## src/rtl/core/lse_pkg.sv

```systemverilog
// Shared types and constants for the LSB stego extractor.
`default_nettype none
package lse_pkg;

    localparam int LEN_HEADER_BITS   = 32;
    localparam int DEPTH_HEADER_BITS = 8;
    localparam int HEADER_PIXELS     = 40;
    localparam int MAX_DEPTH         = 6;

    localparam int CNT_W   = 27;
    localparam int LEN_W   = 32;
    localparam int CAP_W   = 30;
    localparam int Q_DEPTH = 4;
    localparam int Q_AW    = 2;

    localparam logic [CNT_W-1:0] CNT_MAX = {CNT_W{1'b1}};

    localparam logic [0:0] CFG_CHANNEL_COUNT = 1'd0;
    localparam logic [0:0] CFG_IMAGE_BYTES   = 1'd1;

    typedef enum logic [1:0] {
        PH_LENGTH,
        PH_DEPTH,
        PH_MESSAGE,
        PH_DONE
    } t_phase;

    typedef enum logic [1:0] {
        OC_BYTE    = 2'd0,
        OC_INVALID = 2'd1,
        OC_EMPTY   = 2'd2
    } t_outcome;

    // One result word produced by one input byte.
    typedef struct packed {
        logic [7:0] byte0;
        t_outcome   oc0;
        logic       last0;
    } t_rec;

endpackage
`default_nettype wire

```

## src/rtl/core/lse_front.sv

```systemverilog
// Front end: header parsing, depth check and bit extraction per image byte.
`default_nettype none
module lse_front (
    input  wire logic                      i_clk,
    input  wire logic                      i_rst_n,
    input  wire logic                      i_accept,
    input  wire logic [7:0]                i_image_byte,
    input  wire logic                      i_frame_start,
    input  wire logic [2:0]                i_channel_count,
    input  wire logic [lse_pkg::CNT_W-1:0] i_image_bytes,
    output lse_pkg::t_rec                  o_rec,
    output logic                           o_rec_valid
);
    import lse_pkg::*;

    t_phase            r_phase, n_phase, cur_phase;
    logic [CNT_W-1:0]  r_cnt, n_cnt, cur_cnt;
    logic [LEN_W-1:0]  r_len, n_len, cur_len;
    logic [7:0]        r_depth, n_depth, cur_depth;
    logic [7:0]        r_asm, n_asm, cur_asm;
    logic [2:0]        r_pos, n_pos, cur_pos;
    logic              r_held_valid, n_held_valid;
    logic [7:0]        r_held_byte, n_held_byte;

    logic [2:0]        cc;
    logic [CNT_W-1:0]  depth_start, depth_end, msg_start;
    logic [7:0]        new_depth;
    logic [CAP_W-1:0]  cap;
    logic              hdr_ok;
    logic              hdr_end, in_msg, last_chunk;
    logic [2:0]        d, t, rest;
    logic [7:0]        new_bits;
    logic [13:0]       combined;
    logic [3:0]        total;
    logic [7:0]        full_byte, rest_bits;

    always_comb begin
        cur_phase = i_frame_start ? PH_LENGTH : r_phase;
        cur_cnt   = i_frame_start ? '0 : r_cnt;
        cur_len   = i_frame_start ? '0 : r_len;
        cur_depth = i_frame_start ? '0 : r_depth;
        cur_asm   = i_frame_start ? '0 : r_asm;
        cur_pos   = i_frame_start ? '0 : r_pos;
    end

    always_comb begin
        cc          = (i_channel_count == 3'd0) ? 3'd1 : i_channel_count;
        depth_start = CNT_W'(LEN_HEADER_BITS) * CNT_W'(cc);
        depth_end   = depth_start + CNT_W'(DEPTH_HEADER_BITS - 1);
        msg_start   = CNT_W'(HEADER_PIXELS) * CNT_W'(cc);
        new_depth   = {cur_depth[6:0], i_image_byte[0]};
        cap         = CAP_W'(i_image_bytes) * CAP_W'(new_depth[2:0]);
        hdr_ok      = (new_depth >= 8'd1) && (new_depth <= 8'(MAX_DEPTH))
                      && (cur_len < LEN_W'(cap));
        hdr_end     = (cur_cnt == depth_end);
        in_msg      = (cur_cnt >= msg_start);
        d           = cur_depth[2:0];
        last_chunk  = (cur_len <= LEN_W'(d));
        t           = last_chunk ? cur_len[2:0] : d;
        new_bits    = (i_image_byte >> (d - t)) & 8'((9'd1 << t) - 9'd1);
        combined    = ({6'd0, cur_asm} << t) | {6'd0, new_bits};
        total       = {1'b0, cur_pos} + {1'b0, t};
        rest        = 3'(total - 4'd8);
        full_byte   = 8'(combined >> (total - 4'd8));
        rest_bits   = combined[7:0] & 8'((9'd1 << rest) - 9'd1);
    end

    // phase sequencing
    always_comb begin
        n_phase = cur_phase;
        unique case (cur_phase)
            PH_LENGTH: begin
                if (cur_cnt >= CNT_W'(LEN_HEADER_BITS - 1)) n_phase = PH_DEPTH;
            end
            PH_DEPTH: begin
                if (cur_cnt >= depth_start && hdr_end) begin
                    if (!hdr_ok || cur_len == '0) n_phase = PH_DONE;
                    else                          n_phase = PH_MESSAGE;
                end
            end
            PH_MESSAGE: begin
                if (in_msg && last_chunk) n_phase = PH_DONE;
            end
            PH_DONE: n_phase = PH_DONE;
            default: n_phase = PH_DONE;
        endcase
    end

    // datapath and result words
    always_comb begin
        n_cnt        = (cur_cnt == CNT_MAX) ? cur_cnt : cur_cnt + 1'b1;
        n_len        = cur_len;
        n_depth      = cur_depth;
        n_asm        = cur_asm;
        n_pos        = cur_pos;
        n_held_valid = 1'b0;
        n_held_byte  = r_held_byte;
        o_rec_valid  = 1'b0;
        o_rec        = '{byte0: 8'd0, oc0: OC_BYTE, last0: 1'b0};
        unique case (cur_phase)
            PH_LENGTH: n_len = {cur_len[LEN_W-2:0], i_image_byte[0]};
            PH_DEPTH: begin
                if (cur_cnt >= depth_start && cur_cnt <= depth_end) begin
                    n_depth = new_depth;
                    if (hdr_end) begin
                        if (!hdr_ok) begin
                            o_rec_valid = 1'b1;
                            o_rec.oc0   = OC_INVALID;
                            o_rec.last0 = 1'b1;
                        end else if (cur_len == '0) begin
                            o_rec_valid = 1'b1;
                            o_rec.oc0   = OC_EMPTY;
                            o_rec.last0 = 1'b1;
                        end
                    end
                end
            end
            PH_MESSAGE: begin
                if (in_msg) begin
                    n_len = cur_len - LEN_W'(t);
                    if (total >= 4'd8) begin
                        o_rec_valid = 1'b1;
                        o_rec.byte0 = full_byte;
                        o_rec.last0 = last_chunk && (rest == 3'd0);
                        n_asm       = rest_bits;
                        n_pos       = rest;
                        if (last_chunk && rest != 3'd0) begin
                            n_held_valid = 1'b1;
                            n_held_byte  = rest_bits;
                        end
                    end else begin
                        n_asm = combined[7:0];
                        n_pos = total[2:0];
                        if (last_chunk) begin
                            o_rec_valid = 1'b1;
                            o_rec.byte0 = combined[7:0];
                            o_rec.last0 = 1'b1;
                        end
                    end
                end
            end
            PH_DONE: ;
            default: ;
        endcase
        // final partial byte left from the previous input goes out first
        if (r_held_valid) begin
            o_rec_valid = 1'b1;
            o_rec       = '{byte0: r_held_byte, oc0: OC_BYTE, last0: 1'b1};
        end
    end

    always_ff @(posedge i_clk) begin
        if (!i_rst_n) begin
            r_phase      <= PH_LENGTH;
            r_cnt        <= '0;
            r_len        <= '0;
            r_depth      <= '0;
            r_asm        <= '0;
            r_pos        <= '0;
            r_held_valid <= 1'b0;
            r_held_byte  <= '0;
        end else if (i_accept) begin
            r_phase      <= n_phase;
            r_cnt        <= n_cnt;
            r_len        <= n_len;
            r_depth      <= n_depth;
            r_asm        <= n_asm;
            r_pos        <= n_pos;
            r_held_valid <= n_held_valid;
            r_held_byte  <= n_held_byte;
        end
    end

endmodule
`default_nettype wire

```

## src/rtl/core/lse_fifo.sv

```systemverilog
// Short queue of result records between front and back.
`default_nettype none
module lse_fifo (
    input  wire logic   i_clk,
    input  wire logic   i_rst_n,
    input  wire logic   i_wr,
    input  wire lse_pkg::t_rec i_rec,
    output logic        o_full,
    input  wire logic   i_rd,
    output lse_pkg::t_rec o_rec,
    output logic        o_empty
);
    import lse_pkg::*;

    t_rec              r_mem [Q_DEPTH];
    logic [Q_AW-1:0]   r_wp, r_rp;
    logic [Q_AW:0]     r_count;
    logic              wr_en, rd_en;

    assign o_full  = (r_count == (Q_AW+1)'(Q_DEPTH));
    assign o_empty = (r_count == '0);
    assign o_rec   = r_mem[r_rp];
    assign wr_en   = i_wr && !o_full;
    assign rd_en   = i_rd && !o_empty;

    always_ff @(posedge i_clk) begin
        if (wr_en) r_mem[r_wp] <= i_rec;
    end

    always_ff @(posedge i_clk) begin
        if (!i_rst_n) begin
            r_wp    <= '0;
            r_rp    <= '0;
            r_count <= '0;
        end else begin
            if (wr_en) r_wp <= r_wp + 1'b1;
            if (rd_en) r_rp <= r_rp + 1'b1;
            if (wr_en && !rd_en)      r_count <= r_count + 1'b1;
            else if (rd_en && !wr_en) r_count <= r_count - 1'b1;
        end
    end

endmodule
`default_nettype wire

```

## src/rtl/core/lse_back.sv

```systemverilog
// Back end: holds the output word and refills it from the queue.
`default_nettype none
module lse_back (
    input  wire logic   i_clk,
    input  wire logic   i_rst_n,
    input  wire lse_pkg::t_rec i_rec,
    input  wire logic   i_q_empty,
    output logic        o_q_rd,
    input  wire logic   pop,
    output logic        empty,
    output logic [7:0]  o_message_byte,
    output logic [1:0]  o_outcome,
    output logic        o_last_byte
);
    import lse_pkg::*;

    logic       r_out_valid;
    logic [7:0] r_byte;
    t_outcome   r_oc;
    logic       r_last;
    logic       load;

    assign empty          = !r_out_valid;
    assign o_message_byte = r_byte;
    assign o_outcome      = r_oc;
    assign o_last_byte    = r_last;
    assign load           = !r_out_valid || pop;
    assign o_q_rd         = load && !i_q_empty;

    always_ff @(posedge i_clk) begin
        if (!i_rst_n) begin
            r_out_valid <= 1'b0;
        end else if (load) begin
            r_out_valid <= !i_q_empty;
        end
    end

    always_ff @(posedge i_clk) begin
        if (load && !i_q_empty) begin
            r_byte <= i_rec.byte0;
            r_oc   <= i_rec.oc0;
            r_last <= i_rec.last0;
        end
    end

endmodule
`default_nettype wire

```

## src/rtl/core/lsb_stego_extractor.sv

```systemverilog
// Top level of the LSB stego extractor: config registers, front, queue, back.
//
// Takes one image channel byte per cycle while full is low; frame_start
// restarts extraction on that byte. Header parsing and bit extraction are
// done combinationally in the front end, which writes one record per
// result-producing byte into a four-entry queue. A byte that both completes
// a full message byte and ends the message yields the full byte at once;
// the final partial byte, flagged last, is held in the front end and issued
// when the next byte is taken, even one that starts a new frame. The back
// end presents words one per cycle, while pop is high, on a registered
// output. A result enters the queue when its byte is taken and moves to
// the output when that is free or popped; full rises when the queue fills.
`default_nettype none
module lsb_stego_extractor (
    input  wire logic                      i_clk,
    input  wire logic                      i_rst_n,
    input  wire logic                      i_cfg_we,
    input  wire logic [0:0]                i_cfg_idx,
    input  wire logic [lse_pkg::CNT_W-1:0] i_cfg_data,
    input  wire logic                      push,
    output logic                           full,
    input  wire logic [7:0]                i_image_byte,
    input  wire logic                      i_frame_start,
    output logic                           empty,
    input  wire logic                      pop,
    output logic [7:0]                     o_message_byte,
    output logic [1:0]                     o_outcome,
    output logic                           o_last_byte
);
    import lse_pkg::*;

    logic [2:0]       r_channel_count;
    logic [CNT_W-1:0] r_image_bytes;
    logic             accept;
    t_rec             f_rec, q_rec;
    logic             f_rec_valid;
    logic             q_empty, q_rd;

    assign accept = push && !full;

    always_ff @(posedge i_clk) begin
        if (!i_rst_n) begin
            r_channel_count <= 3'd3;
            r_image_bytes   <= CNT_W'(1);
        end else if (i_cfg_we) begin
            unique case (i_cfg_idx)
                CFG_CHANNEL_COUNT: r_channel_count <= i_cfg_data[2:0];
                CFG_IMAGE_BYTES:   r_image_bytes   <= i_cfg_data;
                default: ;
            endcase
        end
    end

    lse_front u_front (
        .i_clk           (i_clk),
        .i_rst_n         (i_rst_n),
        .i_accept        (accept),
        .i_image_byte    (i_image_byte),
        .i_frame_start   (i_frame_start),
        .i_channel_count (r_channel_count),
        .i_image_bytes   (r_image_bytes),
        .o_rec           (f_rec),
        .o_rec_valid     (f_rec_valid)
    );

    lse_fifo u_fifo (
        .i_clk   (i_clk),
        .i_rst_n (i_rst_n),
        .i_wr    (accept && f_rec_valid),
        .i_rec   (f_rec),
        .o_full  (full),
        .i_rd    (q_rd),
        .o_rec   (q_rec),
        .o_empty (q_empty)
    );

    lse_back u_back (
        .i_clk          (i_clk),
        .i_rst_n        (i_rst_n),
        .i_rec          (q_rec),
        .i_q_empty      (q_empty),
        .o_q_rd         (q_rd),
        .pop            (pop),
        .empty          (empty),
        .o_message_byte (o_message_byte),
        .o_outcome      (o_outcome),
        .o_last_byte    (o_last_byte)
    );

endmodule
`default_nettype wire

```

## config.mk

```make
export PLATFORM = sky130hd
export DESIGN_NAME = lsb_stego_extractor
export DESIGN_NICKNAME = d
export VERILOG_FILES = /design/src/rtl/core/lse_pkg.sv /design/src/rtl/core/lse_front.sv /design/src/rtl/core/lse_fifo.sv /design/src/rtl/core/lse_back.sv /design/src/rtl/core/lsb_stego_extractor.sv
export SDC_FILE = /design/constraint.sdc
export NUM_CORES = 1
export LEC_CHECK = 0
export BUFFER_PORTS_ARGS = -buffer_cell sky130_fd_sc_hd__buf_2
export CELL_PAD_IN_SITES_DETAIL_PLACEMENT = 0
export CELL_PAD_IN_SITES_GLOBAL_PLACEMENT = 1
export CORE_MARGIN = 3
export CORE_UTILIZATION = 30
export CTS_CLUSTER_DIAMETER = 30
export DETAILED_ROUTE_END_ITERATION = 8
export PLACE_DENSITY = 0.67
export SYNTH_ARGS = -nofsm -noshare
export SYNTH_HDL_FRONTEND = slang
export SYNTH_SLANG_ARGS = --single-unit
```

## constraint.sdc

```tcl
create_clock -name i_clk -period 6.89 [get_ports i_clk]
set_input_delay 0.3445 -clock i_clk [delete_from_list [all_inputs] [get_ports i_clk]]
set_output_delay 0.3445 -clock i_clk [all_outputs]
set_load 0.03 [all_outputs]
```

# == Word level (Yosys, flattened, before mapping) ==
# Memory sizes are Yosys's and may differ from the RTL's. A register that Yosys moved wholly into a read port is not among the register bits.
# Index checks and enable logic that the tools add are counted.
# classes
n_shift,5
mux,54
multipliers,2
addsub,12
n_reduce_logical,32
n_lt_le_gt_ge,9
eq_ne,6
bitwise,4
# ops
op,count
8-bit two-way mux,11
32-bit two-way mux,2
32-bit case mux with 2 select lines,1
27-bit two-way mux,2
3-bit two-way mux,12
32-bit by 3-bit <= comparator with 1-bit output,1
32-bit zero test,1
32-bit by 30-bit less-than comparator with 1-bit output,1
32-bit by 3-bit subtractor with 32-bit output,1
27-bit by 3-bit multiplier with 30-bit output,1
27-bit by 1-bit adder with 27-bit output (second input constant),1
27-bit equality test,1
27-bit equality test (second input constant),1
27-bit by 5-bit greater-or-equal comparator with 1-bit output (second input constant),1
27-bit by 8-bit greater-or-equal comparator with 1-bit output,1
27-bit by 9-bit greater-or-equal comparator with 1-bit output,1
27-bit <= comparator,1
1-bit two-way mux,17
8-bit bitwise AND,2
1-bit by 3-bit left shift with 8-bit output (first input constant),2
8-bit by 1-bit subtractor with 8-bit output (second input constant),2
1-bit logical AND,14
14-bit by 8-bit OR with 14-bit output,1
8-bit by 3-bit left shift with 14-bit output,1
other kinds (29),45
# totals
inputBits,42
regBits,127
wordCells,139
n_memories,1
mem_bits_rw,44
# memory_table
memory,depth,word_bits,rd,rd_clocked_by_memory_dff,wr,line_no,rtl
u_fifo.r_mem,4,11,1,1,1,lse_fifo.sv:15,t_rec r_mem [Q_DEPTH];

# == Longest topological paths before layout ==
# depth
word_depth,15
depth_mapped,37

# == Hierarchy ==
# From an unflattened synthesis, not the netlist that was laid out.
# hier_totals
cells_unflattened,1647
hier_area_um2,13973.4
# modules_own_cells
module,cells_per_inst,seq_area_each_um2,area_per_inst_um2,instances
lse_front,1388,1761.7,10251.1,1
lse_fifo,105,1501.4,2069.5,1
lsb_stego_extractor,138,600.6,1275.0,1
lse_back,16,350.3,377.9,1

# == Worst setup path after synthesis ==
# No wires, ideal clock.
# synth_path
kind,input to register
from,input port i_frame_start
to,register u_fifo.r_count[2]
required_time_ps,6814
setup_time_ps,76
n_path_buf,6
setup_slack_ps,-297
path_stages,34
arrival_time_ps,7111
path_cell_list,buf_2 -> buf_2 -> buf_2 -> buf_1 -> nor2b_1 -> clkbuf_1 -> clkbuf_1 -> nand2_1 -> fa_1 -> inv_1 -> ha_1 -> a21oi_1 -> nor2b_1 -> a31o_2 -> a41oi_1 -> a31oi_1 -> a41oi_1 -> o21ai_0 -> o31ai_1 -> a21bo_2 -> ha_1 -> nand4_1 -> nor2_1 -> o211ai_1 -> nand2_1 -> o31ai_1 -> a311o_1 -> a21oi_2 -> ha_1 -> inv_1 -> fa_1 -> xor2_1 -> or3_1 -> a21boi_0
# synth_between
elab_chain_len,14
elab_cells_between_ends,39
classes_between,add/sub: 1; mul: 1; order compare: 8; eq/ne: 3; mux: 16; reduce/logical: 10
# synth_rtl
item,line_no,rtl
from (decl),lsb_stego_extractor.sv:23,"input wire logic i_frame_start,"
8-bit two-way mux or 32-bit two-way mux (tied branches),"lse_front.sv:41, lse_front.sv:40",
27-bit by 3-bit multiplier with 30-bit output (tied with other cells),lse_front.sv:52,cap = CAP_W'(i_image_bytes) * CAP_W'(new_depth[2:0]);
32-bit by 30-bit less-than comparator with 1-bit output (tied with other cells),lse_front.sv:54,&& (cur_len < LEN_W'(cap));
1-bit logical AND or 3-bit by 3-bit adder with 4-bit output (tied branches),"lse_front.sv:54, lse_front.sv:62",
1-bit two-way mux or 4-bit greater-or-equal comparator (tied branches),"lse_front.sv:106, lse_front.sv:121",
"1-bit two-way mux, on equally long branches","lse_front.sv:105, lse_front.sv:121",
"1-bit two-way mux, on equally long branches","lse_front.sv:103, lse_front.sv:119",
1-bit case mux with 2 select lines *,lse_front.sv:100,unique case (cur_phase)
1-bit two-way mux *,lse_front.sv:146,if (r_held_valid) begin
1-bit logical AND *,lsb_stego_extractor.sv:69,".i_wr (accept && f_rec_valid),"
1-bit logical AND *,lse_fifo.sv:23,assign wr_en = i_wr && !o_full;
via u_fifo.wr_en,lse_fifo.sv:18,"logic wr_en, rd_en;"
1-bit zero test,lse_fifo.sv:39,else if (rd_en && !wr_en) r_count <= r_count - 1'b1;
1-bit logical AND,lse_fifo.sv:39,
2-bit nonzero test (no line),-,
to (signal assigned),lse_fifo.sv:38,if (wr_en && !rd_en) r_count <= r_count + 1'b1;
to (signal assigned),lse_fifo.sv:39,
to (decl),lse_fifo.sv:17,logic [Q_AW:0] r_count;
# The timed path passes the listed nets; every way through them passes the cells marked *.
# A chain may end at the register's enable or synchronous reset.

# == Final worst setup path ==
# layout_path
from,register u_front.r_depth[1]
to,register u_fifo.r_count[2]
# layout_between
elab_chain_len,14
elab_cells_between_ends,26
classes_between,add/sub: 1; mul: 1; order compare: 5; mux: 11; reduce/logical: 8
# layout_rtl
item,line_no,rtl
from (decl),lse_front.sv:19,"logic [7:0] r_depth, n_depth, cur_depth;"
from (signal assigned),lse_front.sv:166,r_depth <= n_depth;
8-bit two-way mux *,lse_front.sv:41,cur_depth = i_frame_start ? '0 : r_depth;
27-bit by 3-bit multiplier with 30-bit output (tied with other cells),lse_front.sv:52,
32-bit by 30-bit less-than comparator with 1-bit output (tied with other cells),lse_front.sv:54,
1-bit logical AND or 3-bit by 3-bit adder with 4-bit output (tied branches),"lse_front.sv:54, lse_front.sv:62",
1-bit two-way mux or 4-bit greater-or-equal comparator (tied branches),"lse_front.sv:106, lse_front.sv:121",
"1-bit two-way mux, on equally long branches","lse_front.sv:105, lse_front.sv:121",
"1-bit two-way mux, on equally long branches","lse_front.sv:103, lse_front.sv:119",
1-bit case mux with 2 select lines *,lse_front.sv:100,
1-bit two-way mux *,lse_front.sv:146,
1-bit logical AND *,lsb_stego_extractor.sv:69,
1-bit logical AND *,lse_fifo.sv:23,
via u_fifo.wr_en,lse_fifo.sv:18,
1-bit zero test,lse_fifo.sv:39,
1-bit logical AND,lse_fifo.sv:39,
2-bit nonzero test (no line),-,
# Marked as above.

==> qor.txt <==
Top Ports = 55
Post-synth top area share = 17.8%
Crit Path Max Fanout = 11
Worst hold start = i_cfg_data[23]
# Max-Cap Violations = 0
Worst reg2reg path depth = 31
Synth top cells by count = 260 x nand2_1, 126 x dfxtp_1, 108 x nor2_1
Largest vdd supply drop = 246 µV
Data arrival, critical path = 6.91 ns
NumNets Final = 1890
Top FF cell, synth = dfxtp_1
Synthesized netlist cell count = 1708
Slew headroom = 29.7%
Synth Cell Area = 14100 µm²
Chip height = 223 µm
Post-route insts no fill = 2339
Core area = 46000 µm²
Yosys Warn Count = 0
Synthesized area per cell = 8.28 µm²
Root Driver = clkbuf_16
DRC = 0
Register area = 4170 µm²
Drt pass-1 iters = 5
Hold EP = r_image_bytes[23]
GP Congestion = 0.829
CP max-delay cell = fa_1
FP Rows = 78
Setup slack, reg-to-reg = 0.38 ns
Hold Path Class = input pin to flop
Final Setup Violations = 0
Via/cell ratio = 5.27
Placed Cells = 2307
Multi-input gate area = 9250 µm²
Synth Register Bits = 181
Hold Fails Final Rpt = 0
Fillers = 4779
Post-Syn Nets = 1872
Hold Path Depth = 3
Total Neg Setup Slack = 0 ns
FF-to-FF End = u_fifo.r_count[2]
LEAKAGE = 6.03 nW
Post-synth EDFFs = 55
Reg2Reg Launch Point = u_front.r_depth[1]
RSZ-0062 raised after global routing = false
Drt total wl = 39.6 mm
Most common cell in the netlist = nand2_1
Achievable Freq = 154 MHz
Antenna violations before repair = 0
Initial Utilization = 30.8%
Fraction of layout cells with a size suffix above 1 = 11.5%
Dpl hpwl = 29.0 mm
CP bufs+invs = 4
Yosys cell types = 90
Period minus WS final = 6.51 ns
Fin crit share = 94.5%
Antenna-violating nets left = 0
Worst EP required = 7.29 ns
First-pass GRT wire length = 65.7 mm
Skew-Pair Late Insertion Delay = 0.47 ns
Status = finished clean
Routed WL per cell = 17.0 µm
Synthesis-to-finish area growth = 11.7%
Port Buf Inserts = 54
Antenna diode count = 0
Worst setup SP type = flop
Worst Setup End Kind = flop
Longest Clk Path Bufs = 2
Max incr delay on CP = 0.55 ns
Synth top area cells = dfxtp_1 18%, edfxtp_1 12%, ha_1 8.1%
Seq/Total Area, Yosys = 29.5%
Yosys top cell by area = dfxtp_1
Kind of critical path = flop to flop
CTS sink count = 181
Vias = 12300
Vias in the first global route = 12100
Num CTS Buffers = 17
Final Skew = 0.0152 ns
PD cells = 201 nW/µm²
Chip width = 223 µm
CTS tree = built
Global Route Usage Sum = 16.0%
1st-iter DRT viols = 793
Gr ovfl total = 0
CTS Hold Buffers Added = 0
CTS H-tree depth = 4
Final slew viol count = 0
Least-Margin Pin Slew = 1.06 ns
Clk slew on worst S/H paths = 0.08 ns
Largest net degree at the start of global routing = 108
Number of cells on the critical path = 31
Total die area = 49800 µm²
Worst path top cell family by delay = compound AO/OA/AOI/OAI gates
Post-synth ARST share = 0%
-- report_power, final --
| group | internal (mW) | switching [mW] |
|---|---|---|
| clock | 0.523 | 0.505 |
| combinational | 0.336 | 0.523 |
| sequential | 1.20 | 0.0938 |
| total | 2.05 | 1.12 |
-- worst max-delay path by stage --
stage	start	end	slack, ns
floorplan	i_frame_start	u_fifo.r_count[2]	0.06
global placement	i_frame_start	u_fifo.r_count[2]	0.23
detailed placement	i_frame_start	u_fifo.r_count[2]	0.12
CTS	u_front.r_depth[1]	u_fifo.r_count[2]	0.17
global route	u_front.r_depth[1]	u_fifo.r_count[2]	0.03
finish	u_front.r_depth[1]	u_fifo.r_count[2]	0.38
-- state kept, by name, summed over array words and instances, names as in the netlist, 2 cells and up --
signal / count
r_channel_count: 3
r_image_bytes: 27
u_back.o_message_byte: 8
u_back.o_outcome: 2
u_fifo.r_count: 3
u_fifo.r_mem: 44
u_fifo.r_rp: 2
u_fifo.r_wp: 2
u_front.r_asm: 8
u_front.r_cnt: 27
u_front.r_depth: 7
u_front.r_held_byte: 8
u_front.r_len: 32
u_front.r_phase: 2
u_front.r_pos: 3
-- cell type report --
type | instances | share of cell area [%]
Clock buffer | 18 | 2.72
Clock inverter | 14 | 1.12
Inverter | 102 | 2.43
Multi-Input combinational cell | 1327 | 58.6
Sequential cell | 181 | 26.4
Tap cell | 600 | 4.76
Timing Repair Buffer | 97 | 3.97
-- logic make-up (layout without fill, tap and decap cells) --
logic type / after synthesis / after routing / synth area share [%]
buf+inv: 200 / 231 / 5.56
xor+xnor: 66 / 66 / 4.09
fa+ha+maj: 122 / 122 / 12.4
flops: 181 / 181 / 29.5
compound gates: 412 / 412 / 19.8
mux: 52 / 52 / 5.17
simple gates: 675 / 675 / 23.5
-- per-stage QoR --
| stage | total power [mW] | setup slack (ns) | hold WS [ns] | utilization, % | cell area [µm²] |
|---|---|---|---|---|---|
| floorplan | 1.92 | 0.0584 | 0.444 | - | 14200 |
| global placement | 2.16 | 0.235 | 0.452 | 32.9 | 15100 |
| detailed placement | 2.17 | 0.122 | 0.464 | 32.9 | 15100 |
| CTS | 3.20 | 0.166 | 0.107 | 34.2 | 15700 |
| global route | 3.35 | 0.0326 | 0.125 | 34.3 | 15800 |
| finish | 3.18 | 0.379 | 0.130 | 34.3 | 15800 |
-- worst register-to-register path, delay by kind of cell, from the launching register on --
kind,cells,cell delay [ns]
AOI/OAI and AO/OA,15,2.68
adders and majority gates,5,1.63
and+or+nand+nor,5,0.91
xor gates and xnor gates,2,0.40
buffers and inverters,4,0.40
DFF,1,0.39
-- layer usage --
| metal | GRT usage (%) | part of all wire (%) |
|---|---|---|
| met4 | 3.63 | 1.1 |
| met2 | 26.8 | 47 |
| met1 | 21.8 | 48 |
| met5 | 0 | 0 |
| met3 | 2.55 | 3.3 |
-- cells in the final DEF (no fill, tap or decap), drive strengths merged, types with 30 or more instances in the layout --
cell    count
nand2     261
dfxtp     126
nor2      109
inv       109
buf        97
o21ai      95
ha         92
a21oi      82
nor2b      73
edfxtp     55
and2       47
a21boi     35
xor2       34
nand3      34
nor3       33
xnor2      32
fa         30
-- timing repair --
action / in CTS / in global routing
gates resized for setup: 0 / 17
setup buffers: 0 / 0
setup endpoints to repair: 0 / 2
Note: power is estimated with default switching activity, not from simulation.
